[src/hw/rtl/xmov_pkg.sv]
// ----------------------------------------------------------------------------
// xmov_pkg
// Types, opcode constants and record builders shared by the MOV decoder.
// ----------------------------------------------------------------------------
`default_nettype none

package xmov_pkg;

   // opcode match patterns
   localparam logic [7:0] IMM_MASK  = 8'hF0;
   localparam logic [7:0] IMM_OPC   = 8'hB0;
   localparam logic [7:0] RM_MASK   = 8'hFC;
   localparam logic [7:0] RM_OPC    = 8'h88;
   localparam logic [2:0] DIRECT_RM = 3'd6;

   // mod field codes
   localparam logic [1:0] MOD_NO_DISP   = 2'd0;
   localparam logic [1:0] MOD_BYTE_DISP = 2'd1;
   localparam logic [1:0] MOD_WORD_DISP = 2'd2;
   localparam logic [1:0] MOD_REGISTER  = 2'd3;

   // instruction lengths
   localparam logic [2:0] LEN_ONE   = 3'd1;
   localparam logic [2:0] LEN_TWO   = 3'd2;
   localparam logic [2:0] LEN_THREE = 3'd3;
   localparam logic [2:0] LEN_FOUR  = 3'd4;

   // position within the current instruction
   typedef enum logic [1:0] {
      PH_OPCODE = 2'd0,
      PH_BYTE1  = 2'd1,
      PH_BYTE2  = 2'd2,
      PH_BYTE3  = 2'd3
   } phase_type;

   // record kinds
   typedef enum logic [1:0] {
      KIND_IMM     = 2'd0,
      KIND_RM      = 2'd1,
      KIND_UNKNOWN = 2'd2
   } kind_type;

   // one decoded instruction record
   typedef struct packed {
      kind_type    kind;
      logic        is_word;
      logic        to_register;
      logic [3:0]  reg_code;
      logic [1:0]  addr_mode;
      logic [3:0]  rm_code;
      logic        direct_address;
      logic [15:0] displacement;
      logic [15:0] immediate;
      logic [2:0]  instr_length;
   } rec_type;

   // decoder controls for the holding registers
   typedef struct packed {
      logic load_opcode;
      logic load_modrm;
      logic load_low;
      logic emit;
   } ctl_type;

   function automatic logic [15:0] sext8(input logic [7:0] b);
      return {{8{b[7]}}, b};
   endfunction

   function automatic logic is_imm_op(input logic [7:0] op);
      return (op & IMM_MASK) == IMM_OPC;
   endfunction

   function automatic logic is_rm_op(input logic [7:0] op);
      return (op & RM_MASK) == RM_OPC;
   endfunction

   function automatic rec_type make_imm(input logic [7:0] op, input logic [15:0] imm,
                                        input logic [2:0] len);
      rec_type r;
      r              = '0;
      r.kind         = KIND_IMM;
      r.is_word      = op[3];
      r.to_register  = 1'b1;
      r.reg_code     = {op[3], op[2:0]};
      r.immediate    = imm;
      r.instr_length = len;
      return r;
   endfunction

   function automatic rec_type make_rm(input logic [7:0] op, input logic [7:0] modrm,
                                       input logic [15:0] disp, input logic [2:0] len);
      rec_type r;
      r                = '0;
      r.kind           = KIND_RM;
      r.is_word        = op[0];
      r.to_register    = op[1];
      r.reg_code       = {op[0], modrm[5:3]};
      r.addr_mode      = modrm[7:6];
      r.rm_code        = {(modrm[7:6] == MOD_REGISTER) & op[0], modrm[2:0]};
      r.direct_address = (modrm[7:6] == MOD_NO_DISP) && (modrm[2:0] == DIRECT_RM);
      r.displacement   = disp;
      r.instr_length   = len;
      return r;
   endfunction

   function automatic rec_type make_unknown();
      rec_type r;
      r              = '0;
      r.kind         = KIND_UNKNOWN;
      r.instr_length = LEN_ONE;
      return r;
   endfunction

endpackage

`default_nettype wire

[src/hw/rtl/xmov_decode.sv]
// ----------------------------------------------------------------------------
// xmov_decode
// Per-byte decode: next phase, holding register loads and the record.
// ----------------------------------------------------------------------------
`default_nettype none

module xmov_decode
   import xmov_pkg::*;
(
   input  wire logic [7:0] code_byte,
   input  wire phase_type  phase,
   input  wire logic [7:0] held_opcode,
   input  wire logic [7:0] held_modrm,
   input  wire logic [7:0] held_low,
   output phase_type       phase_next,
   output ctl_type         ctl,
   output rec_type         rec
);

   logic       imm;
   logic [1:0] byte_mod;
   logic [2:0] byte_rm;
   logic       modrm_done;
   logic [7:0] modrm_eff;

   // shared field views
   assign imm        = is_imm_op(held_opcode);
   assign byte_mod   = code_byte[7:6];
   assign byte_rm    = code_byte[2:0];
   assign modrm_done = (byte_mod == MOD_REGISTER) ||
                       ((byte_mod == MOD_NO_DISP) && (byte_rm != DIRECT_RM));
   assign modrm_eff  = (phase == PH_BYTE1) ? code_byte : held_modrm;

   // next phase
   always_comb begin
      phase_next = PH_OPCODE;
      case (phase)
         PH_BYTE1: begin
            if (imm) begin
               phase_next = held_opcode[3] ? PH_BYTE2 : PH_OPCODE;
            end else begin
               phase_next = modrm_done ? PH_OPCODE : PH_BYTE2;
            end
         end
         PH_BYTE2: begin
            if (!imm && (held_modrm[7:6] != MOD_BYTE_DISP)) begin
               phase_next = PH_BYTE3;
            end
         end
         PH_BYTE3: begin
            if (imm && (is_imm_op(code_byte) || is_rm_op(code_byte))) begin
               phase_next = PH_BYTE1;
            end
         end
         default: begin
            if (is_imm_op(code_byte) || is_rm_op(code_byte)) begin
               phase_next = PH_BYTE1;
            end
         end
      endcase
   end

   // register loads and record
   always_comb begin
      ctl = '0;
      rec = make_unknown();
      case (phase)
         PH_BYTE1: begin
            if (imm) begin
               ctl.emit     = !held_opcode[3];
               ctl.load_low = held_opcode[3];
               rec          = make_imm(held_opcode, sext8(code_byte), LEN_TWO);
            end else begin
               ctl.load_modrm = 1'b1;
               ctl.emit       = modrm_done;
               rec            = make_rm(held_opcode, modrm_eff, '0, LEN_TWO);
            end
         end
         PH_BYTE2: begin
            if (imm) begin
               ctl.emit = 1'b1;
               rec      = make_imm(held_opcode, {code_byte, held_low}, LEN_THREE);
            end else if (held_modrm[7:6] == MOD_BYTE_DISP) begin
               ctl.emit = 1'b1;
               rec      = make_rm(held_opcode, modrm_eff, sext8(code_byte), LEN_THREE);
            end else begin
               ctl.load_low = 1'b1;
            end
         end
         PH_BYTE3: begin
            if (!imm) begin
               ctl.emit = 1'b1;
               rec      = make_rm(held_opcode, modrm_eff, {code_byte, held_low}, LEN_FOUR);
            end else begin
               // stray phase: byte taken as an opcode
               ctl.load_opcode = 1'b1;
               ctl.emit        = !(is_imm_op(code_byte) || is_rm_op(code_byte));
            end
         end
         default: begin
            ctl.load_opcode = 1'b1;
            ctl.emit        = !(is_imm_op(code_byte) || is_rm_op(code_byte));
         end
      endcase
   end

endmodule

`default_nettype wire

[src/hw/rtl/x86_mov_decoder_top.sv]
// Path: an accepted byte is held in the input register and decoded there; a record
// it completes is written to the result register and driven on rsp_.
// Throughput: one byte per cycle unless rsp_stall holds a result, set by the single
// decode stage between the input register and the result register.
// Reset: synchronous, clears both valids, the phase and the held bytes.
// ----------------------------------------------------------------------------
// x86_mov_decoder_top
// Byte-stream decoder for 8086 MOV immediate and reg/mem forms.
// ----------------------------------------------------------------------------
`default_nettype none

module x86_mov_decoder_top
   import xmov_pkg::*;
(
   input  wire logic        clock,
   input  wire logic        reset,
   input  wire logic        req_valid,
   output logic             req_stall,
   input  wire logic [7:0]  req_code_byte,
   output logic             rsp_valid,
   input  wire logic        rsp_stall,
   output logic [1:0]       rsp_instr_kind,
   output logic             rsp_is_word,
   output logic             rsp_to_register,
   output logic [3:0]       rsp_reg_code,
   output logic [1:0]       rsp_addr_mode,
   output logic [3:0]       rsp_rm_code,
   output logic             rsp_direct_address,
   output logic [15:0]      rsp_displacement,
   output logic [15:0]      rsp_immediate,
   output logic [2:0]       rsp_instr_length
);

   logic       in_valid_ff;
   logic [7:0] in_byte_ff;
   phase_type  phase_ff;
   phase_type  phase_in;
   logic [7:0] opcode_ff;
   logic [7:0] modrm_ff;
   logic [7:0] low_ff;
   logic       out_valid_ff;
   rec_type    out_rec_ff;
   ctl_type    ctl;
   rec_type    rec;
   logic       advance;
   logic       in_load;

   // stage handshakes
   assign advance   = !out_valid_ff || !rsp_stall;
   assign req_stall = in_valid_ff && !advance;
   assign in_load   = req_valid && !req_stall;

   // input register
   always_ff @(posedge clock) begin
      if (reset) begin
         in_valid_ff <= 1'b0;
      end else if (!in_valid_ff || advance) begin
         in_valid_ff <= req_valid;
      end
      if (in_load) begin
         in_byte_ff <= req_code_byte;
      end
   end

   xmov_decode u_decode (
      .code_byte   (in_byte_ff),
      .phase       (phase_ff),
      .held_opcode (opcode_ff),
      .held_modrm  (modrm_ff),
      .held_low    (low_ff),
      .phase_next  (phase_in),
      .ctl         (ctl),
      .rec         (rec)
   );

   // decoder state
   always_ff @(posedge clock) begin
      if (reset) begin
         phase_ff  <= PH_OPCODE;
         opcode_ff <= '0;
         modrm_ff  <= '0;
         low_ff    <= '0;
      end else if (in_valid_ff && advance) begin
         phase_ff <= phase_in;
         if (ctl.load_opcode) begin
            opcode_ff <= in_byte_ff;
         end
         if (ctl.load_modrm) begin
            modrm_ff <= in_byte_ff;
         end
         if (ctl.load_low) begin
            low_ff <= in_byte_ff;
         end
      end
   end

   // result register
   always_ff @(posedge clock) begin
      if (reset) begin
         out_valid_ff <= 1'b0;
      end else if (advance) begin
         out_valid_ff <= in_valid_ff && ctl.emit;
      end
      if (advance && in_valid_ff && ctl.emit) begin
         out_rec_ff <= rec;
      end
   end

   assign rsp_valid          = out_valid_ff;
   assign rsp_instr_kind     = out_rec_ff.kind;
   assign rsp_is_word        = out_rec_ff.is_word;
   assign rsp_to_register    = out_rec_ff.to_register;
   assign rsp_reg_code       = out_rec_ff.reg_code;
   assign rsp_addr_mode      = out_rec_ff.addr_mode;
   assign rsp_rm_code        = out_rec_ff.rm_code;
   assign rsp_direct_address = out_rec_ff.direct_address;
   assign rsp_displacement   = out_rec_ff.displacement;
   assign rsp_immediate      = out_rec_ff.immediate;
   assign rsp_instr_length   = out_rec_ff.instr_length;

endmodule

`default_nettype wire

[config.mk]
export PLATFORM = sky130hd
export DESIGN_NAME = x86_mov_decoder_top
export DESIGN_NICKNAME = d
export VERILOG_FILES = /design/src/hw/rtl/xmov_pkg.sv /design/src/hw/rtl/xmov_decode.sv /design/src/hw/rtl/x86_mov_decoder_top.sv
export SDC_FILE = /design/constraint.sdc
export NUM_CORES = 1
export LEC_CHECK = 0
export ABC_AREA = 1
export BUFFER_PORTS_ARGS = -buffer_cell sky130_fd_sc_hd__buf_2
export CAP_MARGIN = 15
export CORE_MARGIN = 1
export CORE_UTILIZATION = 55
export CTS_CLUSTER_SIZE = 20
export DETAILED_ROUTE_END_ITERATION = 8
export GPL_TIMING_DRIVEN = 0
export MAX_ROUTING_LAYER = met4
export PLACE_DENSITY = 0.87
export SKIP_CTS_REPAIR_TIMING = 1
export SLEW_MARGIN = 20
export SYNTH_ARGS = -nofsm -noshare
export SYNTH_HDL_FRONTEND = slang
export SYNTH_HIERARCHICAL = 1
export SYNTH_SLANG_ARGS = --single-unit
[constraint.sdc]
create_clock -name clock -period 11.2 [get_ports clock]
set_input_delay 0.56 -clock clock [delete_from_list [all_inputs] [get_ports clock]]
set_output_delay 0.56 -clock clock [all_outputs]
set_load 0.01 [all_outputs]
==> out/results.tsv <==
metric	value	unit
simple logic cell fraction of the synthesized area	0.2423	
clk_skew	0.009210	ns
largest family of logic cells by synthesized area	simple AND/OR/NAND/NOR gates	
H-tree Lvls	3	
Fin. Hold Viols	0	
port bufs	63	
vias per inst	5.303	
antenna-violating nets left	0	
Post-Syn Area per Cell	8.963	sq um
I/O pin count	64	
clock power share	0.337	
top cell type by total area after synthesis	edfxtp_1	
Root Driver	clkbuf_8	
P_int	0.4824	mW
mux contribution to synthesized area	0	
hold path start	req_code_byte[2]	
DR WL/cell	14.45	microns
post-synth cell types	30	
Tightest Pin Transition	0.6398	ns
Iter 0 DRT Violations	263	
GRT Resource Usage Total	0.2564	
worst vdd ir	0.07871	mV
Layout Area Growth over Synthesis	16.28	%
Fillers	626	
fin. max-slew vios	0	
Synth Register Bits	86	
# rows	31	
# diodes	0	
critical-path maximum fanout	32	
largest net degree at the start of global routing	33	
deepest clock path buffer count	2	
initial antenna violation count	0	
setup violators final	0	
core area	0.007214	sq mm
cell area after synthesis	0.004105	sq mm
worst setup path category	reg -> reg	
syn_nets	474	
Tot Pwr	0.6556	mW
Synth Area in Adders	0.01219	
final WL	9.205	mm
sw frac	0.2641	
clock sink total	86	
Critical path origin	phase_ff[0]	
Worst-Skew Late Latency	0.36	ns
reg2reg start	phase_ff[0]	
CTS tree	built	
post-DP HPWL	6.648	mm
Worst Setup Start Kind	flip-flop	
share of the synthesized area in the top cell type	0.4243	
compound-cell area share of the yosys netlist	0.07101	
Logic pwr share	0.108	
Initial Util	0.5690	
sequential-to-total area share from yosys stat	0.5608	
setup TNS	0	ns
sequential share of power	0.554	
Leak	2.171	nW
total number of vias	3378	
GR Overflow Total	0	
xor and xnor fraction of the mapped netlist area	0	
Crit path arrival time	2.80	ns
CP Capture Type	flip-flop	
routability cong.	0.9062	
status	finished, final reports clean	
Area contributors post-synth	edfxtp_1 (42%), dfxtp_1 (14%), nand2_1 (11%)	
CP required	11.26	ns
area of the die	0.007814	sq mm
die height	88.40	microns
Slew HR	0.5724	
RSZ-0062 raised after global routing	no	
chip width	88.40	microns
nets@finish	549	
maximum clock frequency	364.8	MHz
power per cell area	137.3	mW/mm^2
post-synthesis cell count	458	
first-pass GRT wire length	14.21	mm
layout cells sized above 1	0.2156	
DRT Pass-1 Iters	5	
Synth Warn #	6	
period utilization	0.2447	
# DRC	0	
clock-pin slew on the worst setup and hold paths	0.09	ns
post-layout min period	2.741	ns
Hold WC Path Type	in -> reg	
number of global-route vias before repair	2988	
final hold slack	0.3694	ns
Sw Pwr	0.1732	mW
TritonCTS Buffers	9	
maxcap violations	0	
## cell usage after synthesis (all sizes together)
cell type,count
inv,82
o21a,1
o21ai,11
dfxtp,28
o22ai,4
nand2,129
nor3,3
a21boi,2
nor2,45
a211oi,1
clkinv,1
edfxtp,58
nand4,26
and2,3
o211ai,2
a21oi,21
buf,18
ha,4
or2,1
a22o,7
nand3,11
## critical path, stage by stage (launching register included)
cell     delay, ns
dfxtp_1       0.47
inv_1         0.10
ha_1          0.35
inv_2         0.24
nor2_1        0.08
a21oi_1       0.21
nand2_1       0.15
nor2_4        0.54
buf_12        0.28
## cell families after synthesis
logic type,after synthesis
flops,86
fa+ha+maj,4
simple gates,218
compound gates,49
buf+inv,101
## power by group through the flow
stage | registers (mW) | clock network, mW | logic (mW)
after CTS | 0.363 | 0.222 | 0.0705
after detailed placement | 0.371 | 0 | 0.0700
after global routing | 0.365 | 0.236 | 0.0785
after floorplan | 0.372 | 0 | 0.0432
after global placement | 0.371 | 0 | 0.0670
final | 0.363 | 0.221 | 0.0711
## sequential cells by signal (all words and copies together), names as in the netlist
register and count:
opcode_ff 8, rsp_rm_code 4, rsp_immediate 16, rsp_is_word 1, low_ff 8, phase_ff 2, rsp_reg_code 4, rsp_instr_length 3
rsp_to_register 1, rsp_direct_address 1, rsp_addr_mode 2, rsp_displacement 16, modrm_ff 8, rsp_valid 1, in_byte_ff 8, in_valid_ff 1
rsp_instr_kind 2
## final timing paths
path	depth (start not counted)	to	slack, ns
max reg2reg	8	rsp_displacement[7]	8.46
max	8	rsp_displacement[7]	8.46
min	1	in_byte_ff[2]	0.37
min reg2reg	4	modrm_ff[7]	0.51
## layout by cell type (no fill, tap or decap)
| cell | count |
|---|---|
| inv_2 | 5 |
| and2_1 | 3 |
| clkinv_2 | 1 |
| nand4_2 | 1 |
| clkinvlp_4 | 1 |
| nor2_1 | 40 |
| nand2_1 | 124 |
| o211ai_1 | 2 |
| a21oi_1 | 21 |
| edfxtp_1 | 58 |
| dfxtp_1 | 28 |
| buf_4 | 6 |
| nand4_1 | 25 |
| buf_6 | 8 |
| nand2_4 | 4 |
| inv_1 | 77 |
| nand3_4 | 1 |
| o22ai_1 | 4 |
| nor3_1 | 3 |
| clkinv_4 | 1 |
| a22o_1 | 7 |
| or2_4 | 1 |
| inv_6 | 3 |
| nand2_2 | 1 |
| o21ai_0 | 10 |
| nand3_1 | 10 |
| ha_1 | 4 |
| clkinv_1 | 1 |
| buf_2 | 67 |
| o21ai_1 | 1 |
| bufinv_16 | 1 |
| a211oi_1 | 1 |
| nor2_4 | 5 |
| clkbuf_8 | 9 |
| a21boi_0 | 2 |
| buf_12 | 1 |
| o21a_1 | 1 |
## layout make-up
cell class,count,area (sq um),share of cell area
Sequential cell,86,2302,0.4823
Multi-Input combinational cell,271,1344,0.2815
Timing Repair Buffer,64,335.3,0.07025
Inverter,83,311.5,0.06527
Buffer,18,155.1,0.03250
Clock buffer,9,123.9,0.02595
Tap cell,99,123.9,0.02595
Clock inverter,7,77.57,0.01625
## layer usage
layer / wire length (microns) / part of all wire / vias up / track usage
met5: 0 / 0 / - / -
met4: 314 / 0.034 / 0 / 0.1452
met3: 653 / 0.071 / 33 / 0.03825
met2: 4424 / 0.48 / 174 / 0.4175
met1: 3812 / 0.41 / 1545 / 0.3042
li1: - / - / 1626 / -
## stage by stage
| step | area (sq um) | std cells | util | worst slack (ns) |
|---|---|---|---|---|
| finish | 4773 | 637 | 0.6616 | 8.459 |
| detailed placement | 4572 | 621 | 0.6337 | 8.494 |
| global route | 4773 | 637 | 0.6616 | 8.346 |
| global placement | 4544 | 620 | 0.6299 | 6.472 |
| CTS | 4773 | 637 | 0.6616 | 8.478 |
| floorplan | 4105 | 458 | - | 7.410 |
No activity file was read; power rests on OpenSTA's default activity.
